--- src/rtl/ldm_pkg.sv ---
// Shared types, widths and register codes for the lens distortion map unit.
`timescale 1ns / 1ps

package ldm_pkg;

    // Field and register widths
    localparam int COORD_W   = 32;
    localparam int CFG_W     = 64;
    localparam int CFG_IDX_W = 3;

    // Fractional bits of the normalized and coefficient formats
    localparam int FRAC = 28;

    // Internal widths, each sized to the largest magnitude the value can reach
    localparam int SQ_W    = 36;  // x*x, y*y, x*y
    localparam int R2_W    = 37;  // r^2
    localparam int SX_W    = 38;  // r^2 + 2x^2
    localparam int R4_W    = 44;
    localparam int R6_W    = 51;
    localparam int K1R2_W  = 40;
    localparam int K2R4_W  = 47;
    localparam int K3R6_W  = 54;
    localparam int PART_W  = 48;  // 1 + k1 r^2 + k2 r^4
    localparam int RAD_W   = 55;
    localparam int PXY_W   = 39;  // p * xy
    localparam int PSX_W   = 41;  // p * (r^2 + 2x^2)
    localparam int TX_W    = 42;  // tangential sum
    localparam int XRAD_W  = 58;
    localparam int XD_W    = 59;
    localparam int FOC_W   = 33;  // unsigned focal length as a signed operand
    localparam int FXD_W   = 63;
    localparam int SUM_W   = 64;

    // Register stages from input register to output register
    localparam int STAGES = 17;

    localparam logic signed [PART_W-1:0] ONE_Q = PART_W'(1) << FRAC;

    typedef enum logic [CFG_IDX_W-1:0] {
        REG_FOCAL_X    = 3'd0,
        REG_FOCAL_Y    = 3'd1,
        REG_CENTER_X   = 3'd2,
        REG_CENTER_Y   = 3'd3,
        REG_RADIAL_K1  = 3'd4,
        REG_RADIAL_K2  = 3'd5,
        REG_RADIAL_K3  = 3'd6,
        REG_TANGENTIAL = 3'd7
    } cfg_reg_t;

    typedef struct packed {
        logic signed [COORD_W-1:0] norm_x;
        logic signed [COORD_W-1:0] norm_y;
    } point_t;

    typedef struct packed {
        logic signed [COORD_W-1:0] pix_x;
        logic signed [COORD_W-1:0] pix_y;
        logic                      saturated;
    } pixel_t;

endpackage

--- src/rtl/ldm_mulq.sv ---
// Two-stage signed fixed-point multiplier: split partial products, then sum and floor shift.
`timescale 1ns / 1ps

module ldm_mulq #(
    parameter int WA = ldm_pkg::COORD_W,
    parameter int WB = ldm_pkg::COORD_W,
    parameter int WP = ldm_pkg::SQ_W
) (
    input  logic                 clk,
    input  logic                 en_mul,
    input  logic                 en_sum,
    input  logic signed [WA-1:0] a,
    input  logic signed [WB-1:0] b,
    output logic signed [WP-1:0] p
);

    localparam int LO    = WB / 2;
    localparam int HI    = WB - LO;
    localparam int WFULL = WA + WB;
    localparam int WPL   = WA + LO + 1;
    localparam int WPH   = WA + HI;
    localparam int FRAC  = ldm_pkg::FRAC;

    logic signed [WPL-1:0]   pp_lo_reg;
    logic signed [WPL-1:0]   pp_lo_next;
    logic signed [WPH-1:0]   pp_hi_reg;
    logic signed [WPH-1:0]   pp_hi_next;
    logic signed [WFULL-1:0] full;
    logic signed [WP-1:0]    p_reg;
    logic signed [WP-1:0]    p_next;

    // Low half of b is unsigned, high half carries the sign
    always_comb
    begin
        pp_lo_next = a * $signed({1'b0, b[LO-1:0]});
        pp_hi_next = a * $signed(b[WB-1:LO]);
    end

    // Exact product; dropping the low bits floors toward minus infinity
    always_comb
    begin
        full   = $signed({pp_hi_reg, {LO{1'b0}}}) + WFULL'(pp_lo_reg);
        p_next = full[FRAC +: WP];
    end

    always_ff @(posedge clk)
    begin
        if (en_mul)
        begin
            pp_lo_reg <= pp_lo_next;
            pp_hi_reg <= pp_hi_next;
        end
        if (en_sum)
        begin
            p_reg <= p_next;
        end
    end

    assign p = p_reg;

endmodule

--- config.mk ---
export PLATFORM = sky130hd
export DESIGN_NAME = ldm_mulq
export DESIGN_NICKNAME = d
export VERILOG_FILES = /design/src/rtl/ldm_pkg.sv /design/src/rtl/ldm_mulq.sv
export SDC_FILE = /design/constraint.sdc
export NUM_CORES = 2
export LEC_CHECK = 0
export BUFFER_PORTS_ARGS = -buffer_cell sky130_fd_sc_hd__buf_2
export CAP_MARGIN = 0
export CORE_MARGIN = 2
export CORE_UTILIZATION = 55
export CTS_BUF_LIST = sky130_fd_sc_hd__clkbuf_8
export CTS_CLUSTER_DIAMETER = 50
export DETAILED_ROUTE_END_ITERATION = 10
export PLACE_DENSITY_LB_ADDON = 0.1
export SYNTH_ARGS = -nofsm -noshare
export SYNTH_HDL_FRONTEND = slang
export SYNTH_SLANG_ARGS = --single-unit
--- constraint.sdc ---
create_clock -name clk -period 15.8 [get_ports clk]
set_clock_uncertainty 0.2 [all_clocks]
set_input_delay 0.79 -clock clk [delete_from_list [all_inputs] [get_ports clk]]
set_output_delay 0.79 -clock clk [all_outputs]
set_load 0.005 [all_outputs]
==> results by group <==
Route
  – Via density: roughly 5.4
  – # DRC: 0
  – Final ANT Viol Nets: 0
  – Wire per inst: ~19 um
  – Detailed router's first-iteration violation count: approximately 1500
  – Post-Route WL: ~100000 um
  – Via count: ~28000
  – Pre-antenna DRT Iters: 6

Timing
  – Unrepaired setup endpoints after global routing: no
  – Crit share post-route: 48.64%
  – Final hold vios: 0
  – Final setup violating endpoints: 0
  – Max frequency: approximately 130 MHz
  – Final Critical Period: about 7700 ps
  – Post-Route Setup TNS: 0 ps
  – Worst slew pin tran: around 1000 ps
  – Max_slew headroom: 32.87%
  – Pins Over Slew Limit: 0

Global routing
  – Vias in the first global route: ~31000
  – Initial antenna violation count: 7
  – GRT overflow: 0
  – Gr usage total: 28.32%
  – Global-route wire length before repair: between 150000 and 200000 um
  – Pin count of the biggest net entering global routing: 66

Floorplan
  – Die area: approximately 76000 um^2
  – Ports: between 100 and 150
  – Core Footprint: 72960 um^2
  – Row cnt: approximately 100
  – Die width: roughly 280 um
  – Initial Util: 55.57%
  – Die height: between 200 and 300 um

Logic synthesis
  – Post-synthesis instance total: roughly 4400
  – Main flop type after synthesis: edfxtp_1
  – Ys async rst share: 0%
  – Yosys cell types: 68
  – Post-synth EDFFs: between 100 and 150
  – FF+latch count, synth: around 120
  – Syn avg cell area: a little over 9 um^2
  – Top-count cell post-synth: inv_1
  – Largest area contributor in the netlist: fa_1
  – Synthesized area: between 40000 and 50000 um^2
  – Top post-synthesis cells by count: inv_1 (1125), fa_1 (973), nand2_1 (631)
  – Syn_nets: approximately 5700
  – Top cells by area, synth: fa_1 (48%), inv_1 (10%), edfxtp_1 (8.7%)
  – Yosys warnings: 0
  – Seq/Total Area, Yosys: under 10%
  – Yosys top cell area share: between 40% and 50%

CTS
  – Clock sinks: 117
  – Clock buffer count from CTS: 17
  – Post-CTS Setup Bufs: 0
  – # hold bufs at CTS: 0
  – Post_cts resized: 0
  – H-Tree Depth: 4
  – CTS tree: built
  – Clk root buf: clkbuf_8
  – Worst-skew pair later-pin latency: 510 ps
  – Max Root-Sink Buffers: 2
  – Worst-path clk slew: about 90 ps

Setup path
  – Crit-path leading delay family: adder cells
  – FF-to-FF Start: pp_lo_reg[17]
  – CP endpoint kind: flop
  – Stages on the worst setup path: 24
  – Startpoint Class: input port
  – R2R depth: 12
  – Worst Path Required: approximately 16000 ps
  – CP max stage delay: a little over 600 ps
  – Crit path max fanout: 32
  – Worst Path Class, Setup: input port to flop
  – CP most frequent cell: fa_1
  – Arr. time, crit path: 7730 ps
  – Cells along the critical path: buf_2, nand2_1, fa_1, inv_1, fa_1, inv_1, fa_1, inv_1, fa_1, fa_1, inv_1, fa_1, inv_1, ha_1, nand2_1, nor2_1, nor3b_1, o21ai_0, a211oi_1, o211ai_1, a21oi_1, nor2b_1, o21ai_0, xor2_1
  – WP buf/inv: 6
  – Critical-path top delay cell: buf_2
  – Reg-to-reg slack, setup: around 12000 ps
  – Worst r2r dst: p[13]

Placed design
  – GPL Wtd Cong: between 0.8 and 0.9
  – PortBufs: 102
  – Post-detail-place hpwl: approximately 77000 um

Finish
  – Layout area overhead: 3.493%
  – Layout cells sized above 1: 3.775%
  – Nets: 5620
  – Largest register FFs: 48

Min path
  – Hold Crit Endpoint: pp_hi_reg[2]
  – Hold Crit Start: en_mul
  – Hold Crit Depth: 1
  – Hold Path Class: input port to flop

Run
  – Max_cap viols: 0

Status
  – Outcome: complete, no violations
-- routing by layer --
layer,global-route usage (%),part of all wire [%],vias to the layer above
met5,0,0.078,-
met3,3.784,4.9,162
li1,-,-,12640
met1,35.57,40,14770
met2,50.20,51,705
met4,10.04,3.8,12
-- worst register-to-register path, delay by kind of cell (launching register included) --
kind,cells,cell delay (ps)
DFF,1,390
adders and majority gates,1,300
AOI/OAI and AO/OA,8,2520
and+or+nand+nor,2,250
xor gates and xnor gates,1,140
-- cell type report --
cell class / count / area (um^2)
multi-input combinational: 2932 / 32040
fill: 6665 / 31000
inverter: 1126 / 4227
sequential: 117 / 3513
tap: 959 / 1200
timing repair buffer: 111 / 580.6
clock buffer: 17 / 234.0
clock inverter: 15 / 153.9
antenna: 4 / 10.01
-- cell families after synthesis --
| logic type | count (synthesis) | share of synthesized area, % |
|---|---|---|
| AO/OA/AOI/OAI | 320 | 5.240 |
| XOR/XNOR | 115 | 2.484 |
| adder cells (fa/ha/maj) | 1248 | 56.53 |
| buffers and inverters | 1328 | 12.30 |
| flip-flops | 117 | 8.666 |
| multiplexers | 1 | 0.02469 |
| AND/OR/NAND/NOR | 1248 | 14.75 |
-- worst max path at each step --
| stage | startpoint | endpoint | slack, ps |
|---|---|---|---|
| 6_report | a[7] | pp_hi_reg[43] | 8110 |
| 5_1_grt | a[7] | pp_hi_reg[43] | 7700 |
| 4_1_cts | a[7] | pp_hi_reg[43] | 8270 |
| 3_5_place_dp | a[7] | pp_hi_reg[43] | 7740 |
| 3_3_place_gp | a[7] | pp_hi_reg[43] | 7780 |
| 2_1_floorplan | b[17] | pp_hi_reg[44] | 8660 |
-- through the flow --
step / utilization, % / worst slack [ps] / area (um^2) / hold slack (ps) / std cells
after CTS: 57.50 / 8272 / 41950 / 436.1 / 5277
after global placement: 56.97 / 7776 / 41560 / 498.2 / 5245
after floorplan: - / 8665 / 40540 / 406.7 / 4377
after global routing: 57.51 / 7703 / 41960 / 462.8 / 5280
final: 57.51 / 8115 / 41960 / 493.0 / 5281
after detailed placement: 56.97 / 7744 / 41560 / 492.2 / 5245
-- cells in the final DEF, fill, tap and decap left out, types with 25 or more instances in the layout --
cell type	instances
a21o_1	50
a21oi_1	100
and2_1	407
buf_2	101
edfxtp_1	117
fa_1	973
ha_1	275
inv_1	1125
nand2_1	631
nand3_1	26
nor2_1	92
o21a_1	25
o21ai_0	52
xnor2_1	84
xor2_1	31
Power is not shown: default switching activity piles up to over one toggle a cycle in this logic, so the estimate is an artifact.
